===== src/rtl/ssil_pkg.sv =====
// Shared constants, the gap table and widths for the shell-sort index list.
package ssil_pkg;

    localparam int DEPTH      = 64;
    localparam int VALUE_BITS = 20;
    localparam int AW         = $clog2(DEPTH);
    localparam int CW         = $clog2(DEPTH + 1);
    localparam int GAP_COUNT  = 12;
    localparam int KW         = $clog2(GAP_COUNT + 1);
    localparam int GAP_BITS   = 21;

    typedef logic [VALUE_BITS-1:0] t_value;
    typedef logic [AW-1:0]         t_addr;
    typedef logic [CW-1:0]         t_count;

    // Descending gap sequence, one entry per pass.
    function automatic logic [GAP_BITS-1:0] gap_at(input logic [KW-1:0] k);
        logic [GAP_BITS-1:0] g;
        unique case (k)
            KW'(0):  g = GAP_BITS'(1391376);
            KW'(1):  g = GAP_BITS'(13776);
            KW'(2):  g = GAP_BITS'(4592);
            KW'(3):  g = GAP_BITS'(1968);
            KW'(4):  g = GAP_BITS'(861);
            KW'(5):  g = GAP_BITS'(336);
            KW'(6):  g = GAP_BITS'(112);
            KW'(7):  g = GAP_BITS'(48);
            KW'(8):  g = GAP_BITS'(21);
            KW'(9):  g = GAP_BITS'(7);
            KW'(10): g = GAP_BITS'(3);
            KW'(11): g = GAP_BITS'(1);
            default: g = '0;
        endcase
        return g;
    endfunction

endpackage


===== src/rtl/ssil_ram.sv =====
// Value buffer: one write port, one read port with registered read data.
module ssil_ram (
    input  logic            i_clk,
    input  logic            i_we,
    input  ssil_pkg::t_addr i_waddr,
    input  ssil_pkg::t_value i_wdata,
    input  ssil_pkg::t_addr i_raddr,
    output ssil_pkg::t_value o_rdata
);

    ssil_pkg::t_value r_mem [ssil_pkg::DEPTH];
    ssil_pkg::t_value r_rdata;

    always_ff @(posedge i_clk) begin
        if (i_we) begin
            r_mem[i_waddr] <= i_wdata;
        end
    end

    always_ff @(posedge i_clk) begin
        r_rdata <= r_mem[i_raddr];
    end

    assign o_rdata = r_rdata;

endmodule


===== src/rtl/shell_sort_index_list.sv =====
// Shell-sort index list. Values arrive one beat per cycle and are stored in a
// 64-entry buffer; values beyond that are dropped and flag overflow on every
// result of the set. The beat with last set starts a Shell sort over the
// stored values (gaps from a fixed descending table, gaps at or above the
// count skipped), and the block then emits every value in ascending order,
// final one flagged. The input is stalled from the last beat until the final
// result has been loaded into the output register. All work goes through one
// buffer memory with one read and one write port: the sort steps through the
// gap table entry by entry, and each insertion step loads the held value and
// compares it, with a further compare and write per element moved; emission
// loads the values one at a time into the output register, holding while the
// output is stalled, and the work is dominated by the compare-and-move loop.
module shell_sort_index_list (
    input  logic                  i_clk,
    input  logic                  i_rst_n,
    input  logic                  i_in_valid,
    output logic                  o_in_stall,
    input  ssil_pkg::t_value      i_value,
    input  logic                  i_last,
    output logic                  o_out_valid,
    input  logic                  i_out_stall,
    output ssil_pkg::t_value      o_sorted_value,
    output logic                  o_final_res,
    output logic                  o_overflow
);

    localparam logic [2:0] ST_IDLE = 3'd0;
    localparam logic [2:0] ST_GAP  = 3'd1;
    localparam logic [2:0] ST_LDH  = 3'd2;
    localparam logic [2:0] ST_CMP  = 3'd3;
    localparam logic [2:0] ST_WRH  = 3'd4;
    localparam logic [2:0] ST_ERD  = 3'd5;
    localparam logic [2:0] ST_EMIT = 3'd6;

    localparam int CW = ssil_pkg::CW;
    localparam int AW = ssil_pkg::AW;
    localparam int KW = ssil_pkg::KW;

    logic [2:0]                r_state, n_state;
    ssil_pkg::t_count          r_count, n_count;
    logic                      r_dropped, n_dropped;
    logic [KW-1:0]             r_k, n_k;
    ssil_pkg::t_count          r_gap, n_gap;
    ssil_pkg::t_count          r_i, n_i;
    ssil_pkg::t_count          r_j, n_j;
    ssil_pkg::t_value          r_held, n_held;
    logic                      r_out_valid, n_out_valid;
    ssil_pkg::t_value          r_out_value, n_out_value;
    logic                      r_out_final, n_out_final;
    logic                      r_out_ovf, n_out_ovf;

    logic                      we;
    ssil_pkg::t_addr           waddr;
    ssil_pkg::t_value          wdata;
    ssil_pkg::t_addr           raddr;
    ssil_pkg::t_value          rdata;

    logic [ssil_pkg::GAP_BITS-1:0] gap_full;
    ssil_pkg::t_count          j_next;
    ssil_pkg::t_count          i_next;
    logic                      accept;
    logic                      can_load;

    ssil_ram u_ram (
        .i_clk   (i_clk),
        .i_we    (we),
        .i_waddr (waddr),
        .i_wdata (wdata),
        .i_raddr (raddr),
        .o_rdata (rdata)
    );

    assign accept   = i_in_valid && (r_state == ST_IDLE);
    assign gap_full = ssil_pkg::gap_at(r_k);
    assign j_next   = r_j - r_gap;
    assign i_next   = r_i + CW'(1);
    assign can_load = !r_out_valid || !i_out_stall;

    always_comb begin
        n_state     = r_state;
        n_count     = r_count;
        n_dropped   = r_dropped;
        n_k         = r_k;
        n_gap       = r_gap;
        n_i         = r_i;
        n_j         = r_j;
        n_held      = r_held;
        n_out_valid = r_out_valid && i_out_stall;
        n_out_value = r_out_value;
        n_out_final = r_out_final;
        n_out_ovf   = r_out_ovf;
        we          = 1'b0;
        waddr       = r_j[AW-1:0];
        wdata       = r_held;
        raddr       = r_i[AW-1:0];

        unique case (r_state)
            ST_IDLE: begin
                if (accept) begin
                    if (r_count < CW'(ssil_pkg::DEPTH)) begin
                        we      = 1'b1;
                        waddr   = r_count[AW-1:0];
                        wdata   = i_value;
                        n_count = r_count + CW'(1);
                    end else begin
                        n_dropped = 1'b1;
                    end
                    if (i_last) begin
                        n_k     = '0;
                        n_state = ST_GAP;
                    end
                end
            end
            ST_GAP: begin
                if (r_k == KW'(ssil_pkg::GAP_COUNT)) begin
                    n_i     = '0;
                    n_state = ST_ERD;
                end else begin
                    n_k = r_k + KW'(1);
                    if (gap_full < ssil_pkg::GAP_BITS'(r_count)) begin
                        n_gap   = gap_full[CW-1:0];
                        n_i     = gap_full[CW-1:0];
                        raddr   = gap_full[AW-1:0];
                        n_state = ST_LDH;
                    end
                end
            end
            ST_LDH: begin
                // rdata is buf[i]: hold it and fetch buf[i-gap]
                n_held  = rdata;
                n_j     = r_i;
                raddr   = AW'(r_i - r_gap);
                n_state = ST_CMP;
            end
            ST_CMP: begin
                if (rdata > r_held) begin
                    we    = 1'b1;
                    waddr = r_j[AW-1:0];
                    wdata = rdata;
                    n_j   = j_next;
                    if (j_next >= r_gap) begin
                        raddr = AW'(j_next - r_gap);
                    end else begin
                        n_state = ST_WRH;
                    end
                end else begin
                    we    = 1'b1;
                    n_i   = i_next;
                    raddr = i_next[AW-1:0];
                    n_state = (i_next < r_count) ? ST_LDH : ST_GAP;
                end
            end
            ST_WRH: begin
                we    = 1'b1;
                n_i   = i_next;
                raddr = i_next[AW-1:0];
                n_state = (i_next < r_count) ? ST_LDH : ST_GAP;
            end
            ST_ERD: begin
                n_state = ST_EMIT;
            end
            ST_EMIT: begin
                // keep refetching the same entry while the output is held
                if (can_load) begin
                    raddr       = i_next[AW-1:0];
                    n_i         = i_next;
                    n_out_valid = 1'b1;
                    n_out_value = rdata;
                    n_out_final = (i_next == r_count);
                    n_out_ovf   = r_dropped;
                    if (i_next == r_count) begin
                        n_count   = '0;
                        n_dropped = 1'b0;
                        n_state   = ST_IDLE;
                    end
                end
            end
            default: begin
                n_state = ST_IDLE;
            end
        endcase
    end

    always_ff @(posedge i_clk) begin
        if (!i_rst_n) begin
            r_state     <= ST_IDLE;
            r_count     <= '0;
            r_dropped   <= 1'b0;
            r_k         <= '0;
            r_out_valid <= 1'b0;
        end else begin
            r_state     <= n_state;
            r_count     <= n_count;
            r_dropped   <= n_dropped;
            r_k         <= n_k;
            r_out_valid <= n_out_valid;
        end
    end

    always_ff @(posedge i_clk) begin
        r_gap       <= n_gap;
        r_i         <= n_i;
        r_j         <= n_j;
        r_held      <= n_held;
        r_out_value <= n_out_value;
        r_out_final <= n_out_final;
        r_out_ovf   <= n_out_ovf;
    end

    assign o_in_stall     = (r_state != ST_IDLE);
    assign o_out_valid    = r_out_valid;
    assign o_sorted_value = r_out_value;
    assign o_final_res    = r_out_final;
    assign o_overflow     = r_out_ovf;

endmodule

===== config.mk =====
export PLATFORM = sky130hd
export DESIGN_NAME = shell_sort_index_list
export DESIGN_NICKNAME = d
export VERILOG_FILES = /design/src/rtl/ssil_pkg.sv /design/src/rtl/ssil_ram.sv /design/src/rtl/shell_sort_index_list.sv
export SDC_FILE = /design/constraint.sdc
export NUM_CORES = 2
export LEC_CHECK = 0
export BUFFER_PORTS_ARGS = -buffer_cell sky130_fd_sc_hd__buf_4
export CORE_ASPECT_RATIO = 1.2
export CORE_MARGIN = 2
export CORE_UTILIZATION = 40
export DETAILED_ROUTE_END_ITERATION = 16
export RECOVER_POWER = 100
export SETUP_SLACK_MARGIN = 0.05
export SLEW_MARGIN = 5
export SYNTH_ARGS = -nofsm -noshare
export SYNTH_HDL_FRONTEND = slang
export SYNTH_SLANG_ARGS = --single-unit

===== constraint.sdc =====
create_clock -name i_clk -period 5.19 [get_ports i_clk]
set_input_delay 1.038 -clock i_clk [delete_from_list [all_inputs] [get_ports i_clk]]
set_output_delay 1.038 -clock i_clk [all_outputs]
set_load 0.1 [all_outputs]

## Word level (Yosys, flattened, before mapping)

Memory sizes are Yosys's and may differ from the RTL's. A register that Yosys moved wholly into a read port is not among the register bits.
Cells that the tools add are included.

| cells by class | value |
|---|---|
| magnitude comparators | 5 |
| reduce and logical (&&, ||, !) cells | 20 |
| muxes and demuxes | 53 |
| add/sub/neg operators | 6 |
| equality and inequality tests | 19 |
| bitwise logic cells | 1 |

Operators with widths:

| kind | number |
|---|---|
| $mux 7 | 9 |
| $mux 20 | 3 |
| $mux 6 | 8 |
| $pmux 20 s2 | 1 |
| $pmux 6 s5 | 1 |
| $pmux 7 s2 | 2 |
| $pmux 7 s4 | 1 |
| $mux 3 | 8 |
| $lt 21x7->1 | 1 |
| $pmux 3 s7 | 1 |
| $gt 20x20->1 | 1 |
| $mux 4 | 5 |
| $ne 2x2->1 const B | 8 |
| $add 7x1->7 const B | 2 |
| $sub 6x6->6 | 2 |
| $mux 1 | 10 |
| $reduce_and 5->1 | 2 |
| $eq 3x3->1 const B | 3 |
| $pmux 4 s2 | 1 |
| $reduce_and 4->1 | 2 |
| $eq 7x7->1 | 1 |
| $ge 7x7->1 | 1 |
| $lt 7x7->1 | 1 |
| $lt 7x7->1 const B | 1 |
| other kinds (21) | 29 |

| word-level totals | value |
|---|---|
| flip-flop bits (word level) | 79 |
| memory bits (writable) | 1280 |
| memories kept | 2 |
| ROM bits | 272 |

Memory list:

| memory | words | bits a word | rd ports | clocked after Yosys merged registers in | wr ports | line | source |
|---|---|---|---|---|---|---|---|
| u_ram.r_mem | 64 | 20 | 1 | 1 | 1 | ssil_ram.sv:11 | `ssil_pkg::t_value r_mem [ssil_pkg::DEPTH];` |
| (no name shown) | 16 | 17 | 1 | 1 | 0 | ssil_pkg.sv:19 | `unique case (k)` |

## Logic depth before layout (Yosys ltp)

| depth | value |
|---|---|
| word-level depth | 6 |
| gate-level depth with buffers | 24 |
| mapped depth without buffers | 21 |

## By module

A second synthesis with hierarchy kept.

| unflattened totals | value |
|---|---|
| cells, all modules | 2841 |
| area, all modules | 55359.3 µm² |

Modules (own cells, without submodules):

| module | cells each | instances | area each (µm²) | sequential area each (µm²) |
|---|---|---|---|---|
| ssil_ram | 2243 | 1 | 49495.0 | 38837.2 |
| shell_sort_index_list | 598 | 1 | 5864.4 | 2492.4 |

## Least setup slack after synthesis

OpenSTA, ideal clock, no wires.

| timing path | value |
|---|---|
| path type | register to register |
| start | register r_j[0] |
| end | register u_ram.r_rdata[16], in the netlist u_ram.o_rdata[16], read port of u_ram.r_mem |
| buffers on the path | 3 |
| library setup time | 120 ps |
| arrival time | 4656 ps |
| setup slack | 414 ps |
| stages on the path, launching flop included | 25 |
| path through | edfxtp_1 > inv_1 > ha_1 > inv_1 > fa_1 > a21o_1 > a21oi_1 > o21bai_1 > a21oi_1 > xnor2_1 > ha_1 > nand2_1 > o21ai_1 > o21ai_0 > nand2_1 > a211oi_1 > a2111oi_0 > or3_1 > buf_6 > buf_6 > buf_2 > mux4_2 > a22oi_1 > nand4_1 > or2_1 |

| on the way | value |
|---|---|
| word-level cells in the longest chain between the ends | 5 |

RTL lines:

| what | line | source |
|---|---|---|
| start, declared | shell_sort_index_list.sv:45 | `ssil_pkg::t_count r_j, n_j;` |
| start signal, assigned | shell_sort_index_list.sv:203 | `r_j <= n_j;` |
| $sub 7x7->7 (*) | shell_sort_index_list.sv:75 | `assign j_next = r_j - r_gap;` |
| $sub 6x6->6 or $ge 7x7->1 (tied branches) | shell_sort_index_list.sv:142, shell_sort_index_list.sv:141 |  |
| $mux 6 (*) | shell_sort_index_list.sv:141 | `if (j_next >= r_gap) begin` |
| $mux 6 (*) | shell_sort_index_list.sv:136 | `if (rdata > r_held) begin` |
| $pmux 6 s5 (*) | shell_sort_index_list.sv:97 | `unique case (r_state)` |
| end, declared | ssil_ram.sv:12 | `ssil_pkg::t_value r_rdata;` |

Mark *: on every way between the ends. The rest lies on a longest branch, timed or not.
A chain may end at the register's enable or synchronous reset.

## Worst setup path in the final report

| timing path | value |
|---|---|
| start | register r_j[0] |
| end | register u_ram.r_rdata[19], in the netlist u_ram.o_rdata[19], read port of u_ram.r_mem |

Same word-level chain as after synthesis.

==> implementation parameters <==
Parameter                              Value

Routing
  Routed len/inst ... between 20 and 30 µm
  Final WL ... approximately 150,000 µm
  Remaining design rule violation count ... 0
  Remaining antenna violation count ... 0
  Iter 0 DRT Violations ... 3,144
  Vias ... 29.86k
  1st-pass router iterations ... 5
  Avg Vias per Cell ... 5.716

Critical path
  Critical Path Source Type ... flop
  Number of cells on the worst reg-to-reg path ... 28
  Startpoint of the worst-slack reg-to-reg timing path ... r_j[0]
  Type of element capturing the critical path ... flop
  Type of the worst setup path ... flop to flop
  Data required time of the worst path ... just under 6 ns
  Setup crit start ... r_j[0]
  Crit-path slowest cell ... sky130_fd_sc_hd__edfxtp_1
  Worst endpoint data arrival time ... between 6 and 7 ns
  Delay of the slowest cell on the worst path ... 0.42 ns
  Most common cell type on the critical path ... sky130_fd_sc_hd__buf_6
  Worst-path fanout max ... 13
  Flop-to-flop setup slack ... -0.21 ns

Pwr
  Share of total power in combinational logic ... 0.461
  Overall power consumption ... between 0.04 and 0.05 W
  Int Pwr ... slightly above 0.03 W
  Switching power summed over all nets ... around 0.016 W
  Proportion of total power due to net switching ... 0.3400
  Leakage power ... approximately 22 nW
  Sequential group share of total power ... 0.323
  Pwr per Cell Area ... about 680 nW/µm²
  Clock network fraction of design power ... 0.216
  Maximum vdd ir drop ... approximately 0.00039 V

GRT
  Number of global-route vias before repair ... 30.77k
  First-pass GRT wire length ... 221,100 µm
  Remaining Overflow, GRT ... 0
  Tot GR Track Use ... 0.2212
  Pin count of the biggest net entering global routing ... 65
  Number of antenna violations at the first check in global routing ... 9

Timing
  Setup slack after layout ... -0.2085 ns
  Hold Worst Slack ... 0.4840 ns
  RSZ-0062 raised after global routing ... yes
  Final critical-path share of the clock period ... 1.040
  Final hold violation count ... 0
  Slew of the pin with the lowest slew margin ... between 1.5 and 2 ns
  Max-slew violations ... 21
  Final-layout setup total negative slack ... -1.523 ns
  Min cycle time layout ... between 5 and 6 ns
  Final setup violating endpoints ... 19
  Clock skew ... between 0.02 and 0.03 ns
  Highest achievable clock rate ... between 150 and 200 MHz
  Relative slew slack ... -0.04470

Clock network
  Root buffer cell ... sky130_fd_sc_hd__clkbuf_16
  Number of levels in the clock H-tree ... 4
  Clock latency reported for the late side of the worst-skew pair ... approximately 0.77 ns
  Clock tree from TritonCTS ... done
  CTS Hold Buffers Added ... 0
  Clock edge transition at the registers on the reported setup and hold paths ... approximately 0.070 ns
  Total clock sinks ... 1,393
  Total clock buffers created by CTS ... about 140
  Maximum count of clock buffers along a single path ... 3

Logic synthesis
  Post-Syn Area ... 54,820 µm²
  Average cell area after synthesis ... approximately 20 µm²
  Sequential-to-total area share from yosys stat ... 0.7539
  Number of enable-type register cells in the synthesized netlist ... ~1.3k
  Count of warnings emitted by yosys ... 0
  Distinct cell type count of the synthesized netlist ... between 60 and 70
  Cell types with the largest area share after synthesis ... sky130_fd_sc_hd__edfxtp_1, sky130_fd_sc_hd__mux4_2, sky130_fd_sc_hd__a22oi_1, sky130_fd_sc_hd__dfxtp_1, sky130_fd_sc_hd__ha_1
  Number of storage elements in the synthesis netlist ... 1,393
  Share of Yosys cell area claimed by the top area cell type ... 0.7357
  Share of flip-flops with an asynchronous set or reset after synthesis ... 0
  Post-synthesis compound-gate area fraction ... 0.04373
  Cell taking the most area after synthesis ... sky130_fd_sc_hd__edfxtp_1
  Mux share of post-synthesis cell area ... 0.1328
  Xor-xnor portion of the synthesized cell area ... 0.003994
  Post-synthesis adder-cell area fraction ... 0.01433
  Post-synth top flop ... sky130_fd_sc_hd__edfxtp_1
  Synthesized Nets ... approximately 2.8k
  Number of standard cells after synthesis ... between 2k and 3k
  Main combinational cell family by area after synthesis ... multiplexers
  Synthesized-area fraction occupied by and/or/nand/nor cells ... 0.03609

Cells and area
  Share of cells above drive strength 1 ... 0.3728
  Signed area change from the synthesized netlist to the final layout ... 23.23%
  Layout net count ... between 3k and 4k
  Multi-input gate area ... ~14,000 µm²
  FF/Latch Area ... 41,330 µm²
  Filler Cell Count ... between 10k and 15k

Placed design
  HPWL after detailed placement ... about 97,000 µm
  Setup WS pre-CTS ... -0.8757 ns
  Number of port buffers ... 48
  Gpl congestion ... around 0.92

Worst hold path
  Path type of the worst min-delay path ... flop to flop
  Hold path startpoint ... r_dropped
  Hold Path Cell Cnt ... 0

Floorplan
  Die Footprint ... approximately 140,000 µm²
  Total core area ... 135,900 µm²
  Die Height ... 409.5 µm
  Width of the die ... around 340 µm
  Effective utilization at floorplan ... 0.4033
  Placement Rows ... around 150
  Boundary pin count ... 49

Run
  Max-cap viol count ... 1

Status
  Violated checks ... max-capacitance violations, max-slew violations, negative setup slack
  Status ... complete, but fails checks
-- cells by family after synthesis --
family / Yosys count
AND/OR/NAND/NOR: 409
AO/OA/AOI/OAI: 341
buffers and inverters: 185
adder cells (fa/ha/maj): 61
multiplexers: 332
XOR/XNOR: 25
flip-flops: 1393
-- flip-flops by register name, summed over array words and instances, names as in the netlist --
name            flops
o_sorted_value     20
o_out_valid         1
gap_full           14
r_i                 7
r_dropped           1
u_ram.r_mem      1280
u_ram.o_rdata      20
r_gap               7
r_count             7
r_k                 4
o_final_res         1
r_state             3
o_overflow          1
r_j                 7
r_held             20
-- critical path: cells and delay by family, from the launching register on --
| family | cells | cell delay [ns] |
|---|---|---|
| buf+inv | 10 | 1.41 |
| compound gates | 8 | 1.19 |
| simple gates | 5 | 1.05 |
| fa+ha+maj | 3 | 0.80 |
| flops | 1 | 0.42 |
| mux | 1 | 0.27 |
| xor+xnor | 1 | 0.10 |
-- cell type report --
class                   instances  area share
repair buffers                556     0.08533
diodes                          4   0.0001482
multi-input cells            1168      0.2002
flip-flops and latches       1393      0.6118
inverters                      59    0.003278
clock buffers                 167     0.05288
well taps                    1800     0.03334
clock inverters                77     0.01297
-- path summary, 6_finish.rpt --
| check | end |
|---|---|
| min | o_overflow |
| max | u_ram.o_rdata[19] |
| max reg2reg | u_ram.o_rdata[19] |
| min reg2reg | o_overflow |
-- power by group through the flow --
stage	Combinational (W)	Clock, W	Sequential (W)
floorplan	0.00977	0	0.0149
global placement	0.0179	0	0.0150
CTS	0.0206	0.0101	0.0148
finish	0.0212	0.00992	0.0148
global route	0.0222	0.0105	0.0148
detailed placement	0.0182	0	0.0150
-- synth_stat cells (all sizes together), types with 12 or more instances --
library cell,number
o21a,12
a21o,12
nor2,108
ha,58
mux2i,13
dfxtp,50
or2,22
a21oi,43
inv,59
a22oi,180
edfxtp,1343
mux4,316
o21ai,34
nand2b,12
clkbuf,58
nand2,123
nor3,26
xnor2,18
nand4,52
buf,68
nand3,27
-- cell usage in the layout (no fill, tap or decap), types with 22 or more instances in the layout --
cell,netlist,final
sky130_fd_sc_hd__o21ai_0,32,31
sky130_fd_sc_hd__nand2_1,123,104
sky130_fd_sc_hd__nor2_2,1,66
sky130_fd_sc_hd__edfxtp_1,1343,1343
sky130_fd_sc_hd__a22oi_2,0,91
sky130_fd_sc_hd__dfxtp_1,50,50
sky130_fd_sc_hd__buf_16,0,22
sky130_fd_sc_hd__clkbuf_16,0,140
sky130_fd_sc_hd__mux4_2,316,316
sky130_fd_sc_hd__buf_6,7,54
sky130_fd_sc_hd__nor2_1,107,39
sky130_fd_sc_hd__buf_4,14,390
sky130_fd_sc_hd__clkbuf_1,58,41
sky130_fd_sc_hd__ha_1,58,57
sky130_fd_sc_hd__a21oi_1,43,37
sky130_fd_sc_hd__nand4_1,51,51
sky130_fd_sc_hd__buf_12,0,69
sky130_fd_sc_hd__a22oi_1,180,89
sky130_fd_sc_hd__clkinv_1,0,24
sky130_fd_sc_hd__nand3_1,27,26
sky130_fd_sc_hd__inv_1,58,55
-- routing by layer --
layer,up-vias,global-route usage,routed length [µm]
li1,12560,-,-
met1,15920,0.2727,57580
met2,1117,0.3814,80410
met3,262,0.03044,8843
met4,0,0.1109,8142
met5,-,0,0
-- metrics by stage --
step / utilization / area [µm²] / cells
2_1_floorplan: - / 54820 / 2746
3_3_place_gp: 0.4492 / 61050 / 4881
3_5_place_dp: 0.4492 / 61050 / 4881
4_1_cts: 0.4929 / 67000 / 5194
5_1_grt: 0.4970 / 67550 / 5223
6_report: 0.4970 / 67550 / 5224
-- repair_timing --
action / CTS / global route
setup endpoints to repair: 20 / 20
gates cloned: 13 / 2
pin swaps: 61 / 48
gates resized for setup: 149 / 68
setup buffers: 57 / 26
Note: power is estimated with default switching activity, not from simulation.
